**src/rtl/core/integer_to_padded_text_core_assert.svh**
```systemverilog
// assertion macros used by the integer-to-text core
`ifndef INTEGER_TO_PADDED_TEXT_CORE_ASSERT_SVH
`define INTEGER_TO_PADDED_TEXT_CORE_ASSERT_SVH

// same-cycle implication, sampled on clk, off while rst_n is low
`define ITPT_ASSERT_SAME(label, ante, cons) \
    label: assert property (@(posedge clk) disable iff (!rst_n) (ante) |-> (cons)) \
        else $error("itpt check failed");

// next-cycle implication, sampled on clk, off while rst_n is low
`define ITPT_ASSERT_NEXT(label, ante, cons) \
    label: assert property (@(posedge clk) disable iff (!rst_n) (ante) |=> (cons)) \
        else $error("itpt check failed");

`endif

```
**src/rtl/core/itpt_pkg.sv**
```systemverilog
// shared types, constants and the digit-to-ascii function of the integer-to-text core
package itpt_pkg;

    localparam int MAG_W      = 64;
    localparam int DIGIT_W    = 4;
    localparam int NUM_DIGITS = 20;
    localparam int PTR_W      = $clog2(NUM_DIGITS);
    localparam int CHAR_W     = 7;
    localparam int POS_W      = 6;
    localparam int STEP_W     = $clog2(MAG_W);
    localparam int S_DATA_W   = 80;
    localparam int M_DATA_W   = 16;

    localparam logic [PTR_W-1:0] TOP_DEC = PTR_W'(NUM_DIGITS - 1);
    localparam logic [PTR_W-1:0] TOP_HEX = PTR_W'(MAG_W / DIGIT_W - 1);

    localparam logic [CHAR_W-1:0] CHAR_ZERO  = 7'h30;
    localparam logic [CHAR_W-1:0] CHAR_A     = 7'h61;
    localparam logic [CHAR_W-1:0] CHAR_MINUS = 7'h2d;
    localparam logic [CHAR_W-1:0] CHAR_SPACE = 7'h20;

    typedef logic [NUM_DIGITS-1:0][DIGIT_W-1:0] digits_t;

    typedef enum logic [2:0] {
        ST_IDLE,
        ST_CONV,
        ST_SCAN,
        ST_PREP,
        ST_EMIT
    } state_t;

    function automatic logic [CHAR_W-1:0] digit_char(input logic [DIGIT_W-1:0] d);
        logic [CHAR_W-1:0] ext;
        ext = {{(CHAR_W - DIGIT_W){1'b0}}, d};
        if (d < DIGIT_W'(10))
            return CHAR_ZERO + ext;
        else
            return CHAR_A + ext - CHAR_W'(10);
    endfunction

endpackage

```
**src/rtl/core/itpt_dabble.sv**
```systemverilog
// binary to bcd converter, one shift-and-add-3 step per cycle
module itpt_dabble
    import itpt_pkg::*;
(
    input  logic             clk,
    input  logic             rst_n,
    input  logic             start,
    input  logic [MAG_W-1:0] value,
    output logic             done,
    output digits_t          bcd
);

    logic              busy_reg, busy_next;
    logic              done_reg, done_next;
    logic [STEP_W-1:0] cnt_reg, cnt_next;
    logic [MAG_W-1:0]  bin_reg, bin_next;
    digits_t           bcd_reg, bcd_next;
    digits_t           bcd_adj;

    always_comb
    begin
        for (int i = 0; i < NUM_DIGITS; i++)
        begin
            if (bcd_reg[i] >= DIGIT_W'(5))
                bcd_adj[i] = bcd_reg[i] + DIGIT_W'(3);
            else
                bcd_adj[i] = bcd_reg[i];
        end
    end

    always_comb
    begin
        busy_next = busy_reg;
        done_next = 1'b0;
        cnt_next  = cnt_reg;
        bin_next  = bin_reg;
        bcd_next  = bcd_reg;
        if (start)
        begin
            busy_next = 1'b1;
            cnt_next  = '0;
            bin_next  = value;
            bcd_next  = '0;
        end
        else if (busy_reg)
        begin
            bcd_next = digits_t'({bcd_adj, bin_reg[MAG_W-1]});
            bin_next = {bin_reg[MAG_W-2:0], 1'b0};
            cnt_next = cnt_reg + STEP_W'(1);
            if (cnt_reg == STEP_W'(MAG_W - 1))
            begin
                busy_next = 1'b0;
                done_next = 1'b1;
            end
        end
    end

    always_ff @(posedge clk or negedge rst_n)
    begin
        if (!rst_n)
        begin
            busy_reg <= 1'b0;
            done_reg <= 1'b0;
            cnt_reg  <= '0;
        end
        else
        begin
            busy_reg <= busy_next;
            done_reg <= done_next;
            cnt_reg  <= cnt_next;
        end
    end

    always_ff @(posedge clk)
    begin
        bin_reg <= bin_next;
        bcd_reg <= bcd_next;
    end

    assign done = done_reg;
    assign bcd  = bcd_reg;

endmodule

```
**src/rtl/core/integer_to_padded_text_core.sv**
```systemverilog
// sequence: hex scans up to 16 digits and then a setup state before the first character;
//   decimal first runs the bcd conversion (one bit per cycle) and scans up to 20 digits
// throughput: one character per cycle while not stalled, max(field_width, digits + sign)
//   in all; the next item is taken only once the last character is in the output register
// reset: rst_n clears the sequencer and output valid asynchronously, data registers hold
`include "integer_to_padded_text_core_assert.svh"
module integer_to_padded_text_core
    import itpt_pkg::*;
(
    input  logic                clk,
    input  logic                rst_n,
    input  logic                s_axis_tvalid,
    output logic                s_axis_tready,
    // magnitude[63:0], negative, radix_hex, field_width[5:0], zero_pad, left_justify, zeros
    input  logic [S_DATA_W-1:0] s_axis_tdata,
    output logic                m_axis_tvalid,
    input  logic                m_axis_tready,
    // character[6:0], position[5:0], zeros
    output logic [M_DATA_W-1:0] m_axis_tdata,
    output logic                m_axis_tlast
);

    state_t            state_reg, state_next;
    logic              neg_reg, neg_next;
    logic              zero_reg, zero_next;
    logic              left_reg, left_next;
    logic [POS_W-1:0]  width_reg, width_next;
    digits_t           digits_reg, digits_next;
    logic [PTR_W-1:0]  ptr_reg, ptr_next;
    logic [POS_W-1:0]  np_reg, np_next;
    logic [POS_W-1:0]  ds_reg, ds_next;
    logic [POS_W-1:0]  de_reg, de_next;
    logic [POS_W-1:0]  lastpos_reg, lastpos_next;
    logic [POS_W-1:0]  pos_reg, pos_next;
    logic              out_valid_reg, out_valid_next;
    logic [CHAR_W-1:0] out_char_reg, out_char_next;
    logic [POS_W-1:0]  out_pos_reg, out_pos_next;
    logic              out_last_reg, out_last_next;

    logic              accept;
    logic              in_hex;
    logic              dab_start;
    logic              dab_done;
    digits_t           dab_bcd;
    logic              scan_stop;
    logic              load;
    logic              in_digits;
    logic [POS_W-1:0]  nd;
    logic [POS_W-1:0]  len;
    logic [POS_W-1:0]  pad;
    logic [POS_W-1:0]  neg_ext;
    logic [CHAR_W-1:0] pad_char;

    itpt_dabble u_dabble (
        .clk   (clk),
        .rst_n (rst_n),
        .start (dab_start),
        .value (s_axis_tdata[MAG_W-1:0]),
        .done  (dab_done),
        .bcd   (dab_bcd)
    );

    assign s_axis_tready = (state_reg == ST_IDLE);
    assign accept        = s_axis_tvalid && s_axis_tready;
    assign in_hex        = s_axis_tdata[65];
    assign dab_start     = accept && !in_hex;
    assign scan_stop     = (digits_reg[ptr_reg] != '0) || (ptr_reg == '0);
    assign load          = !out_valid_reg || m_axis_tready;
    assign in_digits     = (pos_reg >= ds_reg) && (pos_reg < de_reg);

    // run layout from digit count, sign and width
    assign nd      = {{(POS_W - PTR_W){1'b0}}, ptr_reg} + POS_W'(1);
    assign neg_ext = {{(POS_W - 1){1'b0}}, neg_reg};
    assign len     = nd + neg_ext;
    assign pad     = (width_reg > len) ? (width_reg - len) : '0;
    assign pad_char = (zero_reg && !left_reg) ? CHAR_ZERO : CHAR_SPACE;

    // next state
    always_comb
    begin
        state_next = state_reg;
        unique case (state_reg)
            ST_IDLE:
            begin
                if (accept)
                    state_next = in_hex ? ST_SCAN : ST_CONV;
            end
            ST_CONV:
            begin
                if (dab_done)
                    state_next = ST_SCAN;
            end
            ST_SCAN:
            begin
                if (scan_stop)
                    state_next = ST_PREP;
            end
            ST_PREP:
                state_next = ST_EMIT;
            ST_EMIT:
            begin
                if (load && (pos_reg == lastpos_reg))
                    state_next = ST_IDLE;
            end
            default:
                state_next = ST_IDLE;
        endcase
    end

    // datapath and output register
    always_comb
    begin
        neg_next       = neg_reg;
        zero_next      = zero_reg;
        left_next      = left_reg;
        width_next     = width_reg;
        digits_next    = digits_reg;
        ptr_next       = ptr_reg;
        np_next        = np_reg;
        ds_next        = ds_reg;
        de_next        = de_reg;
        lastpos_next   = lastpos_reg;
        pos_next       = pos_reg;
        out_valid_next = out_valid_reg && !m_axis_tready;
        out_char_next  = out_char_reg;
        out_pos_next   = out_pos_reg;
        out_last_next  = out_last_reg;
        unique case (state_reg)
            ST_IDLE:
            begin
                if (accept)
                begin
                    neg_next   = s_axis_tdata[64];
                    width_next = s_axis_tdata[71:66];
                    zero_next  = s_axis_tdata[72];
                    left_next  = s_axis_tdata[73];
                    digits_next = digits_t'({{(NUM_DIGITS * DIGIT_W - MAG_W){1'b0}},
                                             s_axis_tdata[MAG_W-1:0]});
                    ptr_next   = in_hex ? TOP_HEX : TOP_DEC;
                end
            end
            ST_CONV:
            begin
                if (dab_done)
                    digits_next = dab_bcd;
            end
            ST_SCAN:
            begin
                if (!scan_stop)
                    ptr_next = ptr_reg - PTR_W'(1);
            end
            ST_PREP:
            begin
                np_next      = (!left_reg && !zero_reg) ? pad : '0;
                ds_next      = left_reg ? neg_ext : (pad + neg_ext);
                de_next      = (left_reg ? neg_ext : (pad + neg_ext)) + nd;
                lastpos_next = ((width_reg > len) ? width_reg : len) - POS_W'(1);
                pos_next     = '0;
            end
            ST_EMIT:
            begin
                if (load)
                begin
                    out_valid_next = 1'b1;
                    out_pos_next   = pos_reg;
                    out_last_next  = (pos_reg == lastpos_reg);
                    pos_next       = pos_reg + POS_W'(1);
                    if (neg_reg && (pos_reg == np_reg))
                        out_char_next = CHAR_MINUS;
                    else if (in_digits)
                    begin
                        out_char_next = digit_char(digits_reg[ptr_reg]);
                        ptr_next      = ptr_reg - PTR_W'(1);
                    end
                    else
                        out_char_next = pad_char;
                end
            end
            default:
            begin
            end
        endcase
    end

    always_ff @(posedge clk or negedge rst_n)
    begin
        if (!rst_n)
        begin
            state_reg     <= ST_IDLE;
            out_valid_reg <= 1'b0;
        end
        else
        begin
            state_reg     <= state_next;
            out_valid_reg <= out_valid_next;
        end
    end

    always_ff @(posedge clk)
    begin
        neg_reg      <= neg_next;
        zero_reg     <= zero_next;
        left_reg     <= left_next;
        width_reg    <= width_next;
        digits_reg   <= digits_next;
        ptr_reg      <= ptr_next;
        np_reg       <= np_next;
        ds_reg       <= ds_next;
        de_reg       <= de_next;
        lastpos_reg  <= lastpos_next;
        pos_reg      <= pos_next;
        out_char_reg <= out_char_next;
        out_pos_reg  <= out_pos_next;
        out_last_reg <= out_last_next;
    end

    assign m_axis_tvalid = out_valid_reg;
    assign m_axis_tdata  = {{(M_DATA_W - CHAR_W - POS_W){1'b0}}, out_pos_reg, out_char_reg};
    assign m_axis_tlast  = out_last_reg;

    `ITPT_ASSERT_SAME(a_pos_in_run, state_reg == ST_EMIT, pos_reg <= lastpos_reg)
    `ITPT_ASSERT_SAME(a_done_while_conv, dab_done, state_reg == ST_CONV)
    `ITPT_ASSERT_SAME(a_digit_ptr_range, (state_reg == ST_EMIT) && in_digits,
                      ptr_reg < PTR_W'(NUM_DIGITS))
    `ITPT_ASSERT_NEXT(a_run_continues,
                      m_axis_tvalid && m_axis_tready && !m_axis_tlast,
                      m_axis_tvalid && (out_pos_reg == $past(out_pos_reg) + POS_W'(1)))

endmodule

```
**config.mk**
```make
export PLATFORM = sky130hd
export DESIGN_NAME = integer_to_padded_text_core
export DESIGN_NICKNAME = d
export VERILOG_FILES = /design/src/rtl/core/itpt_pkg.sv /design/src/rtl/core/itpt_dabble.sv /design/src/rtl/core/integer_to_padded_text_core.sv
export VERILOG_INCLUDE_DIRS = /design/src /design/src/rtl/core
export SDC_FILE = /design/constraint.sdc
export NUM_CORES = 1
export LEC_CHECK = 0
export BUFFER_PORTS_ARGS = -buffer_cell sky130_fd_sc_hd__buf_2
export CORE_MARGIN = 5
export CORE_UTILIZATION = 30
export DETAILED_ROUTE_END_ITERATION = 8
export PLACE_DENSITY_LB_ADDON = 0.3
export SLEW_MARGIN = 20
export SYNTH_ARGS = -nofsm -noshare
export SYNTH_HDL_FRONTEND = slang
export SYNTH_SLANG_ARGS = --single-unit
```
**constraint.sdc**
```tcl
create_clock -name clk -period 9.4 [get_ports clk]
set_clock_uncertainty 0.1 [all_clocks]
set_input_delay 1.41 -clock clk [delete_from_list [all_inputs] [get_ports clk]]
set_output_delay 1.41 -clock clk [all_outputs]
set_load 0.02 [all_outputs]
```
Word level (Yosys, flattened, before mapping). Cells that the tools add are included.

Bits in latches: 0. Word-level logic and storage cells: 217. Output and inout bits: 19. Memories: 0. Input port bits: 84. Register bits after elaboration: 294. Memory bits (writable): 0. Bits in read-only memories: 0.

$add $sub $neg: 32. Magnitude comparators: 25. Multiplexer cells: 58. Equal/unequal tests: 15. Multipliers: 0. Bitwise operators: 0. Reduce and logical (&&, ||, !) cells: 28. Shift-type cells: 0. Div/mod/pow operators: 0.

Operators with widths (count): 80-bit two-way mux (2); 80-bit one-hot mux with 2 select lines (1); 64-bit two-way mux (2); 4-bit by 3-bit greater-or-equal comparator with 1-bit output, second input constant (20); 4-bit two-way mux (20); 4-bit by 2-bit adder with 4-bit output, second input constant (19); 6-bit two-way mux (6); 5-bit two-way mux (7); 4-bit binary-select mux with 5-bit select (1); 3-bit two-way mux (5); 3-bit one-hot mux with 5 select lines (1); 5-bit one-hot mux with 3 select lines (1); 7-bit two-way mux (2); 6-bit by 1-bit adder with 6-bit output (2); 6-bit by 1-bit adder with 6-bit output, second input constant (2); 6-bit equality test (2); 2-bit inequality test, second input constant (6); 6-bit one-hot mux with 2 select lines (1); 1-bit logical AND (8); 1-bit two-way mux (8); 6-bit by 4-bit adder with 7-bit output, first input constant (1); 6-bit by 5-bit adder with 7-bit output, first input constant (1); 7-bit by 4-bit subtractor with 7-bit output, second input constant (1); 5-bit by 1-bit adder with 6-bit output, second input constant (1); other kinds (27) (38).

Longest topological paths before layout. Gate-level depths: netlist of the first run.

Word-level depth: 7. Depth in mapped cells: 24.

By module. From an unflattened synthesis of the first run, not the netlist that was laid out.

Cells, all modules: 1372. Area total of the unflattened synthesis: 15622.5 um^2.

By module, submodules not included: itpt_dabble (sequential area each 3723.6 um^2, cells each 772, times used 1, area an instance 7831.3 um^2); integer_to_padded_text_core (sequential area each 4244.1 um^2, cells each 600, times used 1, area an instance 7791.2 um^2).

Worst setup path before layout of the first run. Ideal clock, no wire load.

Kind: register -> register. Start point: register ptr_reg[1]. End point: register de_reg[5] (data pin). Period minus slack after synthesis: 4.828 ns. Data required time: 9.038 ns. Slack: 4.572 ns. Library setup time: 0.262 ns. Cell stages (with the launch flop): 24. Arrival: 4.466 ns. Path through: edfxtp_1 buf_4 buf_2 inv_1 ha_1 ha_1 xor2_1 inv_1 ha_1 nor2b_1 o21ai_1 a21oi_1 o21ai_1 nor2_1 ha_1 nand2b_1 inv_1 ha_1 a21o_1 a21oi_1 o21bai_1 a21oi_1 xnor2_1 xnor2_1.

Cells in the longest elaborated chain, start to end: 7.

Ends and longest elaborated chain: from (decl) (RTL line integer_to_padded_text_core.sv:29) `logic [PTR_W-1:0] ptr_reg, ptr_next;`; from (signal assigned) (RTL line integer_to_padded_text_core.sv:206) `ptr_reg <= ptr_next;`; 5-bit by 1-bit adder with 6-bit output (*) (RTL line integer_to_padded_text_core.sv:72) `assign nd = {{(POS_W - PTR_W){1'b0}}, ptr_reg} + POS_W'(1);`; 6-bit by 1-bit adder with 6-bit output (*) (RTL line integer_to_padded_text_core.sv:74) `assign len = nd + neg_ext;`; 6-bit subtractor / 6-bit greater-than comparator (equally long branches) (RTL line integer_to_padded_text_core.sv:75) `assign pad = (width_reg > len) ? (width_reg - len) : '0;`; 6-bit two-way mux (*) (RTL line integer_to_padded_text_core.sv:75); named net pad[1] (RTL line integer_to_padded_text_core.sv:50) `logic [POS_W-1:0] pad;`; 6-bit by 1-bit adder with 6-bit output (*) (RTL line integer_to_padded_text_core.sv:156) `de_next = (left_reg ? neg_ext : (pad + neg_ext)) + nd;`; 6-bit two-way mux (*) (RTL line integer_to_padded_text_core.sv:156); 6-bit adder (*) (RTL line integer_to_padded_text_core.sv:156); to (signal assigned) (RTL line integer_to_padded_text_core.sv:209) `de_reg <= de_next;`; to (decl) (RTL line integer_to_padded_text_core.sv:32) `logic [POS_W-1:0] de_reg, de_next;`.

Mark *: on every way through the listed nets, which the timed path passes. The rest lies on a longest branch. A chain may end at the register's enable or synchronous reset.

Final worst setup path of the first run.
Start point: register ptr_reg[0]. End point: register de_reg[5] (data pin).

Cells in the longest elaborated chain, start to end: 7.

Ends and longest elaborated chain: 5-bit by 1-bit adder with 6-bit output (*) (RTL line integer_to_padded_text_core.sv:72); named net nd[0] (RTL line integer_to_padded_text_core.sv:48) `logic [POS_W-1:0] nd;`; 6-bit by 1-bit adder with 6-bit output (*) (RTL line integer_to_padded_text_core.sv:74); 6-bit subtractor / 6-bit greater-than comparator (equally long branches) (RTL line integer_to_padded_text_core.sv:75); 6-bit two-way mux (*) (RTL line integer_to_padded_text_core.sv:75); named net pad[1] (RTL line integer_to_padded_text_core.sv:50); 6-bit by 1-bit adder with 6-bit output (*) (RTL line integer_to_padded_text_core.sv:156); 6-bit two-way mux (*) (RTL line integer_to_padded_text_core.sv:156); 6-bit adder (*) (RTL line integer_to_padded_text_core.sv:156).

Marked as above.

==> results of run 1 <==
## cell families after synthesis
kind of cell,share of synthesized area
other cells,0.000491
mux,0.145
buf+inv,0.0406
simple gates,0.110
compound gates,0.0810
xor+xnor,0.0399
flops,0.521
fa+ha+maj,0.0623
## final cells by class
cell class | count | area, um^2
diodes | 2 | 5.00
clock buffers | 46 | 968
clock inverters | 20 | 211
fillers | 5024 | 32700
inverters | 83 | 312
multi-input cells | 898 | 6740
flip-flops and latches | 294 | 7970
well taps | 672 | 841
repair buffers | 102 | 533
## cell usage after synthesis, drive strengths merged, types with 2 or more instances
library cell	instances	area (um^2)
a211oi	17	133
a21o	7	52.6
a21oi	78	390
a22oi	2	15.0
and2	12	75.1
and3	5	31.3
buf	33	194
clkbuf	31	116
conb	2	7.51
dfrtp	12	300
dfxtp	80	1600
edfxtp	202	6070
fa	2	40.0
ha	73	913
inv	83	312
mux2	130	1460
mux2i	40	400
mux4	16	360
nand2	63	236
nand2b	12	75.1
nand3	32	165
nand3b	3	22.5
nand4	10	62.6
nor2	128	480
nor2b	35	219
nor3	40	205
nor3b	5	37.5
nor4	2	12.5
o21a	2	15.0
o21ai	82	414
o311ai	3	33.8
o31a	3	26.3
o32a	2	20.0
or2	4	25.0
or3	2	12.5
xnor2	48	428
xor2	20	183
## routing by layer
metal / vias up / routed length [um] / track usage / part of all wire
li1: 4940 / - / - / -
met1: 4692 / 16100 / 0.161 / 0.48
met2: 149 / 15500 / 0.192 / 0.46
met3: 42 / 1440 / 0.0292 / 0.043
met4: 0 / 562 / 0.0276 / 0.017
met5: - / 0 / 0 / 0
## tightest hold or removal path: cells and delay by family (launching register included)
family / cells / cell delay [ns]
compound gates: 1 / 0.05
flops: 1 / 0.32
simple gates: 1 / 0.06
## metrics by stage
| step | instance area [um^2] | std cells | hold WS, ns | power (mW) |
|---|---|---|---|---|
| after global routing | 17600 | 2115 | 0.402 | 6.88 |
| after detailed placement | 16400 | 2049 | 0.371 | 5.01 |
| after global placement | 16400 | 2049 | 0.360 | 4.95 |
| after floorplan | 15300 | 1339 | 0.340 | 4.41 |
| after CTS | 17600 | 2115 | 0.378 | 6.43 |
| final | 17600 | 2117 | 0.374 | 6.36 |
## report_power, final
| part | total [mW] | switching [mW] | leakage, nW | internal [mW] |
|---|---|---|---|---|
| sequential | 2.42 | 0.349 | 2.80 | 2.07 |
| clock | 1.37 | 0.556 | 0.571 | 0.818 |
| combinational | 2.56 | 1.41 | 3.58 | 1.16 |
| total | 6.36 | 2.31 | 6.95 | 4.04 |
## how the worst min path moves through the flow
stage	startpoint	endpoint	slack [ns]	depth (start not counted)
CTS	u_dabble.bcd[79]$_SDFFE_PP0P_	u_dabble.bcd[79]$_SDFFE_PP0P_	0.38	2
finish	u_dabble.bcd[79]$_SDFFE_PP0P_	u_dabble.bcd[79]$_SDFFE_PP0P_	0.37	2
floorplan	u_dabble.bcd[79]$_SDFFE_PP0P_	u_dabble.bcd[79]$_SDFFE_PP0P_	0.34	2
global route	u_dabble.bcd[79]$_SDFFE_PP0P_	u_dabble.bcd[79]$_SDFFE_PP0P_	0.40	2
global placement	u_dabble.bcd[79]$_SDFFE_PP0P_	u_dabble.bcd[79]$_SDFFE_PP0P_	0.36	2
detailed placement	u_dabble.bcd[79]$_SDFFE_PP0P_	u_dabble.bcd[79]$_SDFFE_PP0P_	0.37	2
==> summary.txt, run 1 <==
Clocking
  – Worst-Skew Late Latency: 0.55 ns
  – Max Buffers Root-to-Sink: 3
  – Post-CTS Setup Repair Bufs: 0
  – Clk slew on worst S/H paths: approximately 0.060 ns
  – Clk root buf: clkbuf_16
  – CTS tree: yes
  – CTS Hold Bufs: 0
  – Htree depth: 2
  – CTS Sinks: 294
  – TritonCTS Buffers: 36
  – CTS resizes: 0

Critical path
  – R2R cell count: 22
  – Critical-path cell list: buf_4 -> inv_1 -> ha_1 -> ha_1 -> xor2_1 -> inv_1 -> ha_1 -> nor2b_1 -> o21ai_1 -> a21oi_1 -> o21ai_1 -> nor2_1 -> ha_1 -> nand2b_1 -> inv_1 -> ha_1 -> a21o_1 -> a21oi_1 -> o21bai_1 -> a21oi_1 -> xnor2_1 -> xnor2_1
  – FF-to-FF setup slack: 3.87 ns
  – Delay-heaviest family, CP: adder cells
  – Crit path from: ptr_reg[0]$_SDFFCE_PP1P_
  – Critical path class: reg2reg
  – R2R Path Start: ptr_reg[0]$_SDFFCE_PP1P_
  – Largest stage delay on the critical path: 0.60 ns
  – WP depth: 22
  – Worst EP required: 9.58 ns
  – CP max FO: 25
  – Critical path buffers and inverters: 4
  – Top cell by count, worst path: ha_1
  – Worst setup SP type: register
  – Critical Path End: de_reg[5]$_DFFE_PP_
  – RR Endpoint: de_reg[5]$_DFFE_PP_
  – CP Capture Type: register
  – Slowest-stage cell, CP: o21ai_1
  – Critical Path AT: 5.71 ns

STA
  – Least-Margin Pin Slew: about 1.0 ns
  – RSZ-0062 raised after global routing: no
  – Setup TNS: 0 ns
  – Pins over their slew limit: 0
  – Max_slew headroom: 0.302
  – Fin crit period: 5.53 ns
  – Count of final setup violators: 0
  – Hold Vio Cnt, Final: 0
  – Final period utilization: 0.588
  – Final WS setup: between 3 and 4 ns
  – FMAX: 181 MHz

Floorplan
  – Initial Util: 0.304
  – Die width: 236 um
  – Core Box Area: between 50000 and 60000 um^2
  – Number of I/O pins: between 100 and 150
  – Die ar.: between 50000 and 60000 um^2
  – Die extent in y: 236 um
  – Site row count: 82

Placed design
  – # port buffers: 93
  – Pre-CTS setup slack: 3.84 ns
  – Routability-driven placement congestion ratio: around 0.78
  – Post-DP HPWL: roughly 23000 um

Job
  – Max cap viols: 0

Power
  – Pwr/cell area: ~360 nW/um^2
  – Leak: about 6.9 nW
  – Peak supply drop: about 0.14 mV

Hold path
  – Min-delay worst type: reg2reg

Global route
  – Vias in the first global route: between 9000 and 10000
  – Pin count of the biggest net entering global routing: 81
  – GRT overflow: 0
  – Initial antenna violation count: 2
  – First-pass GRT wire length: 53900 um
  – GRT Total Usage: 0.119

Yosys
  – Unique masters post-synth: 68
  – Synth Warn #: 0
  – FFs w/ async S/R, synth: 0.0408
  – Mapped Area: 15300 um^2
  – Post-synthesis sequential area ratio: 0.521
  – Mean Syn Cell Area: around 11 um^2
  – FF+latch count, synth: 294
  – Post-synth EDFFs: 202
  – Top_reg_cell synth: edfxtp_1
  – Post-Syn Instances: 1337

Status
  – Status: finished clean

Detailed routing
  – Routed wire length per instance: 15.9 um
  – DRC viols: 0
  – Detailed Route WL: 33600 um
  – Antenna-violating nets left: 0
  – TritonRoute pass-1 iters: 5
  – Via Count: roughly 9800
  – Initial DRC count: 505
  – Drt via density: 4.64

Layout
  – Most frequent cells in the layout: edfxtp_1 (202), nor2_1 (126), mux2_2 (115)
  – Fin nets: 1574
  – Fin util: 0.350
  – Most common cell after layout, fill and taps aside: edfxtp_1
  – Layout cells sized above 1: 0.212
  – Area Overhead vs Synth: 14.9%
Power figures use the tool's default switching activity.
==> run 2: changes to the inputs <==
- clock period: 9.4 -> 5.1 ns (I/O delays scaled with it)
==> run 2 against run 1 <==
- die area did not move
- sequential cell count did not move
- largest cell class unchanged
- count of clock-buffer cells in the layout did not move
- cell area rose by 0.16%
==> summary.txt, run 2 (same netlist as run 1, synthesis figures left out) <==
Status
  – Status: finished clean

Clocking
  – Clk root buf: clkbuf_16
  – Max Buffers Root-to-Sink: 3 (unchanged)
  – Htree depth: 2 (unchanged)
  – Clk slew on worst S/H paths: 0.06 ns (about the same)
  – Worst-Skew Late Latency: 0.53 ns (-0.02 ns)
  – CTS Sinks: 294 (unchanged)
  – CTS tree: yes
  – TritonCTS Buffers: 36 (unchanged)

Detailed routing
  – DRC viols: 0 (unchanged)
  – Initial DRC count: 583 (+15%)
  – TritonRoute pass-1 iters: 5 (unchanged)
  – Via Count: 9953 (+1.3%)
  – Drt via density: 4.70 (+1.3%)
  – Detailed Route WL: 33900 um (+0.99%)
  – Routed wire length per instance: 16.0 um (+0.99%)
  – Antenna-violating nets left: 0 (unchanged)

Floorplan
  – Core Box Area: 50300 um^2 (unchanged)
  – Die ar.: 55600 um^2 (unchanged)
  – Die width: 236 um (unchanged)
  – Number of I/O pins: 103 (unchanged)
  – Die extent in y: 236 um (unchanged)
  – Site row count: 82 (unchanged)
  – Initial Util: 0.304 (unchanged)

STA
  – Hold Vio Cnt, Final: 0 (unchanged)
  – Least-Margin Pin Slew: 1.04 ns (-0.00764 ns)
  – Fin Hold WS: 0.311 ns (-0.0624 ns)
  – Setup TNS: 0 ns (unchanged)
  – Count of final setup violators: 0 (unchanged)
  – Pins over their slew limit: 0 (unchanged)
  – Final period utilization: 0.952 (+0.364)
  – Fin crit period: 4.85 ns (-0.673 ns)
  – Max_slew headroom: 0.307 (+0.00509)
  – FMAX: 206 MHz (+14%)

Critical path
  – Top cell by count, worst path: ha_1
  – Critical path class: reg2reg
  – Critical Path AT: 5.02 ns (-0.69 ns)
  – Worst setup SP type: register
  – CP max FO: 5 (-80%)
  – Critical-path cell list: inv_1 -> ha_1 -> ha_1 -> xor2_2 -> inv_1 -> ha_1 -> nor2b_1 -> o21ai_1 -> a21oi_2 -> o21ai_0 -> a21oi_2 -> ha_1 -> ha_1 -> nand2b_1 -> inv_1 -> ha_1 -> a21o_1 -> a21oi_2 -> o21bai_1 -> a21oi_1 -> xnor2_1 -> xnor2_1
  – Critical path buffers and inverters: 3 (-1)
  – CP Capture Type: register
  – Largest stage delay on the critical path: 0.41 ns (-0.19 ns)
  – Slowest-stage cell, CP: edfxtp_1
  – Delay-heaviest family, CP: adder cells
  – Worst EP required: 5.27 ns (-4.31 ns)

Placed design
  – Placed cells: 2050 (+0.049%)
  – # port buffers: 93 (unchanged)
  – Routability-driven placement congestion ratio: 0.813 (+4.4%)
  – Post-DP HPWL: 23400 um (+1.6%)
  – Post-placement cell area: 16400 um^2 (+0.12%)

Global route
  – Pin count of the biggest net entering global routing: 83 (+2.5%)
  – Vias in the first global route: 9860 (-0.20%)
  – First-pass GRT wire length: 54300 um (+0.77%)
  – Initial antenna violation count: 2 (unchanged)
  – GRT Total Usage: 0.119 (+0.000982)
  – GRT overflow: 0 (unchanged)

Hold path
  – Min-delay worst type: in2reg

Power
  – Leak: 6.96 nW (+0.23%)
  – Pwr/cell area: 669 nW/um^2 (+85%)
  – Power Total: 11.8 mW (+85%)
  – Peak supply drop: 0.275 mV (+93%)

Layout
  – Area Overhead vs Synth: 15.1%
  – Most common cell after layout, fill and taps aside: edfxtp_1
  – Layout cells sized above 1: 0.213 (+0.000693)
  – Fin cells: 2117 (unchanged)
  – Fillers: 5036 (+0.24%)
  – Finished Cell Area: 17600 um^2 (+0.16%)
  – Fin nets: 1576 (+0.13%)
  – Most frequent cells in the layout: edfxtp_1 (202), nor2_1 (127), mux2_2 (115)

Job
  – Max cap viols: 0 (unchanged)
-- run 2: routing by layer --
metal | global-route usage | vias up | share of wire
li1 | - | 4936 | -
met1 | 0.162 | 4806 | 0.47
met5 | 0 | - | 0
met2 | 0.194 | 161 | 0.46
met4 | 0.0299 | 0 | 0.020
met3 | 0.0277 | 50 | 0.043
-- run 2: layout make-up --
class / count / area (um^2) / area share
inverters: 83 / 312 / 0.0177
flip-flops and latches: 294 / 7970 / 0.453
well taps: 672 / 841 / 0.0477
clock buffers: 46 / 980 / 0.0556
multi-input cells: 898 / 6760 / 0.384
diodes: 2 / 5.00 / 0.000284
clock inverters: 18 / 183 / 0.0104
repair buffers: 104 / 563 / 0.0320
-- run 2: power by group --
| group | leakage [nW] | switching, mW | internal [mW] |
|---|---|---|---|
| clock network | 0.576 | 0.977 | 1.55 |
| logic | 3.59 | 2.63 | 2.16 |
| registers | 2.80 | 0.642 | 3.82 |
-- run 2: through the flow --
step,utilization,setup WS [ns]
3_5_place_dp,0.327,0.0624
3_3_place_gp,0.327,0.273
4_1_cts,0.350,0.0907
2_1_floorplan,-,0.272
6_report,0.350,0.247
5_1_grt,0.350,-0.0136
-- run 2: repair_timing --
action,CTS,global route
buffers inserted,0,0
hold buffers,1,0
pin swaps,0,1
hold endpoints to repair,9,0
gates resized for setup,1,3
setup endpoints to repair,1,1
-- run 2: worst paths after layout --
kind	startpoint	endpoint	slack, ns	cells after the start
worst max register to register	ptr_reg[0]$_SDFFCE_PP1P_	de_reg[5]$_DFFE_PP_	0.25	22
min in group asynchronous	rst_n	m_axis_tvalid$_DFF_PN0_	0.56	2
worst min register to register	u_dabble.bcd[79]$_SDFFE_PP0P_	u_dabble.bcd[79]$_SDFFE_PP0P_	0.39	2
worst min-delay path	s_axis_tdata[67]	width_reg[1]$_DFFE_PP_	0.31	1
worst max-delay path	ptr_reg[0]$_SDFFCE_PP1P_	de_reg[5]$_DFFE_PP_	0.25	22
max in group asynchronous	rst_n	u_dabble.busy_reg$_DFF_PN0_	4.08	2
-- run 2: worst reg2reg max path: stages, from the launching register on --
cell,delay (ns)
edfxtp_1,0.41
inv_1,0.16
ha_1,0.31
ha_1,0.28
xor2_2,0.24
inv_1,0.10
ha_1,0.33
nor2b_1,0.15
o21ai_1,0.19
a21oi_2,0.12
o21ai_0,0.23
a21oi_2,0.10
ha_1,0.21
ha_1,0.28
nand2b_1,0.14
inv_1,0.08
ha_1,0.29
a21o_1,0.19
a21oi_2,0.17
o21bai_1,0.09
a21oi_1,0.18
xnor2_1,0.15
xnor2_1,0.08
==> run 3: changes to the inputs <==
--- a/config.mk
+++ b/config.mk
@@ -11,5 +11,4 @@
 export CORE_UTILIZATION = 30
 export DETAILED_ROUTE_END_ITERATION = 8
-export PLACE_DENSITY_LB_ADDON = 0.3
 export SLEW_MARGIN = 20
 export SYNTH_ARGS = -nofsm -noshare
==> constraint.sdc (replaced) <==
create_clock -name clk -period 5.1 [get_ports clk]
set_clock_uncertainty 0.1 [all_clocks]
set_input_delay 0.765 -clock clk [delete_from_list [all_inputs] [get_ports clk]]
set_output_delay 0.765 -clock clk [all_outputs]
set_load 0.01 [all_outputs]
==> run 3 against run 2 <==
- fmax rose by 2.8%
- final cell count fell by 0.19%
- sequential power barely moved
- register-to-register slack improved by 0.13 ns
- cell area fell by 0.11%
- die area did not move
- via count fell by 0.46%
- global-route usage fell by 0.44 points
- largest power group unchanged
==> summary.txt, run 3 (same netlist as run 1, synthesis figures left out) <==
Floorplan
  – Die width: 236 um (unchanged)
  – Site row count: 82 (unchanged)
  – Core Box Area: 50300 um^2 (unchanged)
  – Die ar.: 55600 um^2 (unchanged)
  – Initial Util: 0.304 (unchanged)
  – Number of I/O pins: 103 (unchanged)
  – Die extent in y: 236 um (unchanged)

Clocking
  – CTS Hold Bufs: 0 (-1)
  – Clk slew on worst S/H paths: 0.06 ns (about the same)
  – Htree depth: 2 (unchanged)
  – Clk root buf: clkbuf_16
  – Max Buffers Root-to-Sink: 3 (unchanged)
  – Worst-Skew Late Latency: 0.52 ns (about the same)
  – CTS Sinks: 294 (unchanged)
  – CTS tree: yes
  – TritonCTS Buffers: 35 (-2.8%)
  – Post-CTS Setup Repair Bufs: 0 (unchanged)

Layout
  – Fin nets: 1574 (-0.13%)
  – Fin util: 0.350 (-0.000373)
  – Most frequent cells in the layout: edfxtp_1 (202), nor2_1 (126), mux2_2 (115)
  – Area Overhead vs Synth: 15.0%
  – Multi-input logic area: 6760 um^2 (about the same)
  – Most common cell after layout, fill and taps aside: edfxtp_1
  – Register area: 7970 um^2 (unchanged)
  – Fillers: 4983 (-1.1%)
  – Layout cells sized above 1: 0.214 (+0.00114)
  – Fin cells: 2113 (-0.19%)

Power
  – Leak: 6.96 nW (-0.12%)
  – Power Total: 11.7 mW (-0.71%)
  – Peak supply drop: 0.277 mV (+0.56%)
  – Pwr/cell area: 665 nW/um^2 (-0.60%)

STA
  – Max_slew headroom: 0.306 (-0.00135)
  – Fin crit period: 4.72 ns (-0.131 ns)
  – Pins over their slew limit: 0 (unchanged)
  – Final period utilization: 0.926 (-0.0256)
  – Hold Vio Cnt, Final: 0 (unchanged)
  – FMAX: 212 MHz (+2.8%)
  – Fin Hold WS: 0.0321 ns (-0.279 ns)
  – Least-Margin Pin Slew: 1.04 ns (+0.00203 ns)
  – Count of final setup violators: 0 (unchanged)
  – Setup TNS: 0 ns (unchanged)

Global route
  – First-pass GRT wire length: 52800 um (-2.8%)
  – GRT Total Usage: 0.115 (-0.00443)
  – Pin count of the biggest net entering global routing: 153 (+84%)
  – Vias in the first global route: 9731 (-1.3%)
  – GRT overflow: 0 (unchanged)
  – Initial antenna violation count: 2 (unchanged)

Status
  – Status: finished clean

Placed design
  – Placed cells: 2050 (unchanged)
  – Routability-driven placement congestion ratio: 0.826 (+1.6%)
  – Post-DP HPWL: 22900 um (-2.4%)
  – # port buffers: 93 (unchanged)

Critical path
  – Critical path class: reg2reg
  – Critical Path AT: 4.89 ns (-0.13 ns)
  – R2R cell count: 22 (unchanged)
  – CP Capture Type: register
  – Slowest-stage cell, CP: edfxtp_1
  – CP max FO: 5 (unchanged)
  – Critical-path cell list: inv_1 -> ha_1 -> ha_1 -> xor2_2 -> inv_1 -> ha_1 -> nor2b_1 -> o21ai_1 -> a21oi_2 -> o21ai_1 -> a21oi_2 -> ha_1 -> ha_1 -> nand2b_1 -> inv_1 -> ha_1 -> a21o_1 -> a21oi_1 -> o21bai_1 -> a21oi_1 -> xnor2_1 -> xnor2_1
  – Top cell by count, worst path: ha_1
  – Worst setup SP type: register
  – FF-to-FF setup slack: 0.38 ns (+0.13 ns)
  – Worst EP required: 5.27 ns (about the same)
  – Largest stage delay on the critical path: 0.41 ns (about the same)

Detailed routing
  – Routed wire length per instance: 15.4 um (-3.6%)
  – Detailed Route WL: 32600 um (-3.8%)
  – Drt via density: 4.69 (-0.27%)
  – Initial DRC count: 566 (-2.9%)
  – TritonRoute pass-1 iters: 5 (unchanged)
  – Antenna-violating nets left: 0 (unchanged)
  – DRC viols: 0 (unchanged)
  – Via Count: 9907 (-0.46%)

Job
  – Max cap viols: 0 (unchanged)

Hold path
  – Min-delay worst type: in2async
## run 3: cell count changes in the layout (fill, tap and decap cells not counted), sizes merged
cell	before	now
clkinv	14	8
inv	83	84
diode	2	1
clkbuf	46	47
bufinv	4	5
clkinvlp	0	1
dlygate4sd3	1	0
## run 3: critical path: cells and delay by family, from the launching register on
family	cells	cell delay, ns
simple gates	2	0.28
fa+ha+maj	6	1.62
buf+inv	3	0.32
compound gates	8	1.30
xor+xnor	3	0.44
flops	1	0.41
## run 3: cell type report
class	instances	area share
repair buffers	103	0.0314
multi-input cells	898	0.384
flip-flops and latches	294	0.453
clock buffers	47	0.0540
diodes	1	0.000142
well taps	672	0.0478
inverters	83	0.0177
clock inverters	15	0.0117
## run 3: through the flow
stage	worst slack [ns]	area, um^2
2_1_floorplan	0.272	15300
3_3_place_gp	0.305	16400
3_5_place_dp	0.219	16400
4_1_cts	0.177	17600
5_1_grt	-0.0477	17600
6_report	0.378	17600
## run 3: path summary, 6_finish.rpt
check	startpoint	to
worst min register to register	u_dabble.bcd[79]$_SDFFE_PP0P_	u_dabble.bcd[79]$_SDFFE_PP0P_
max in group asynchronous	rst_n	u_dabble.busy_reg$_DFF_PN0_
worst max register to register	ptr_reg[0]$_SDFFCE_PP1P_	de_reg[5]$_DFFE_PP_
worst min-delay path	rst_n	m_axis_tvalid$_DFF_PN0_
min in group clk	s_axis_tdata[66]	width_reg[0]$_DFFE_PP_
worst max-delay path	ptr_reg[0]$_SDFFCE_PP1P_	de_reg[5]$_DFFE_PP_
## run 3: timing repair
item / CTS / global route
hold endpoints to repair: 0 / 0
endpoints found under the setup margin: 0 / 1
gates resized for setup: 0 / 4
## run 3: layer usage
layer  global-route usage  vias up  routed length (um)
met2                0.184      180               14800
met4               0.0325        2                 840
met3               0.0257       59                1460
li1                     -     4919                   -
met5                    0        -                  13
met1                0.158     4747               15500
## run 3: report_power, final
part / switching (mW) / internal, mW
registers: 0.628 / 3.81
logic: 2.57 / 2.16
clock network: 0.960 / 1.56
total: 4.16 / 7.53
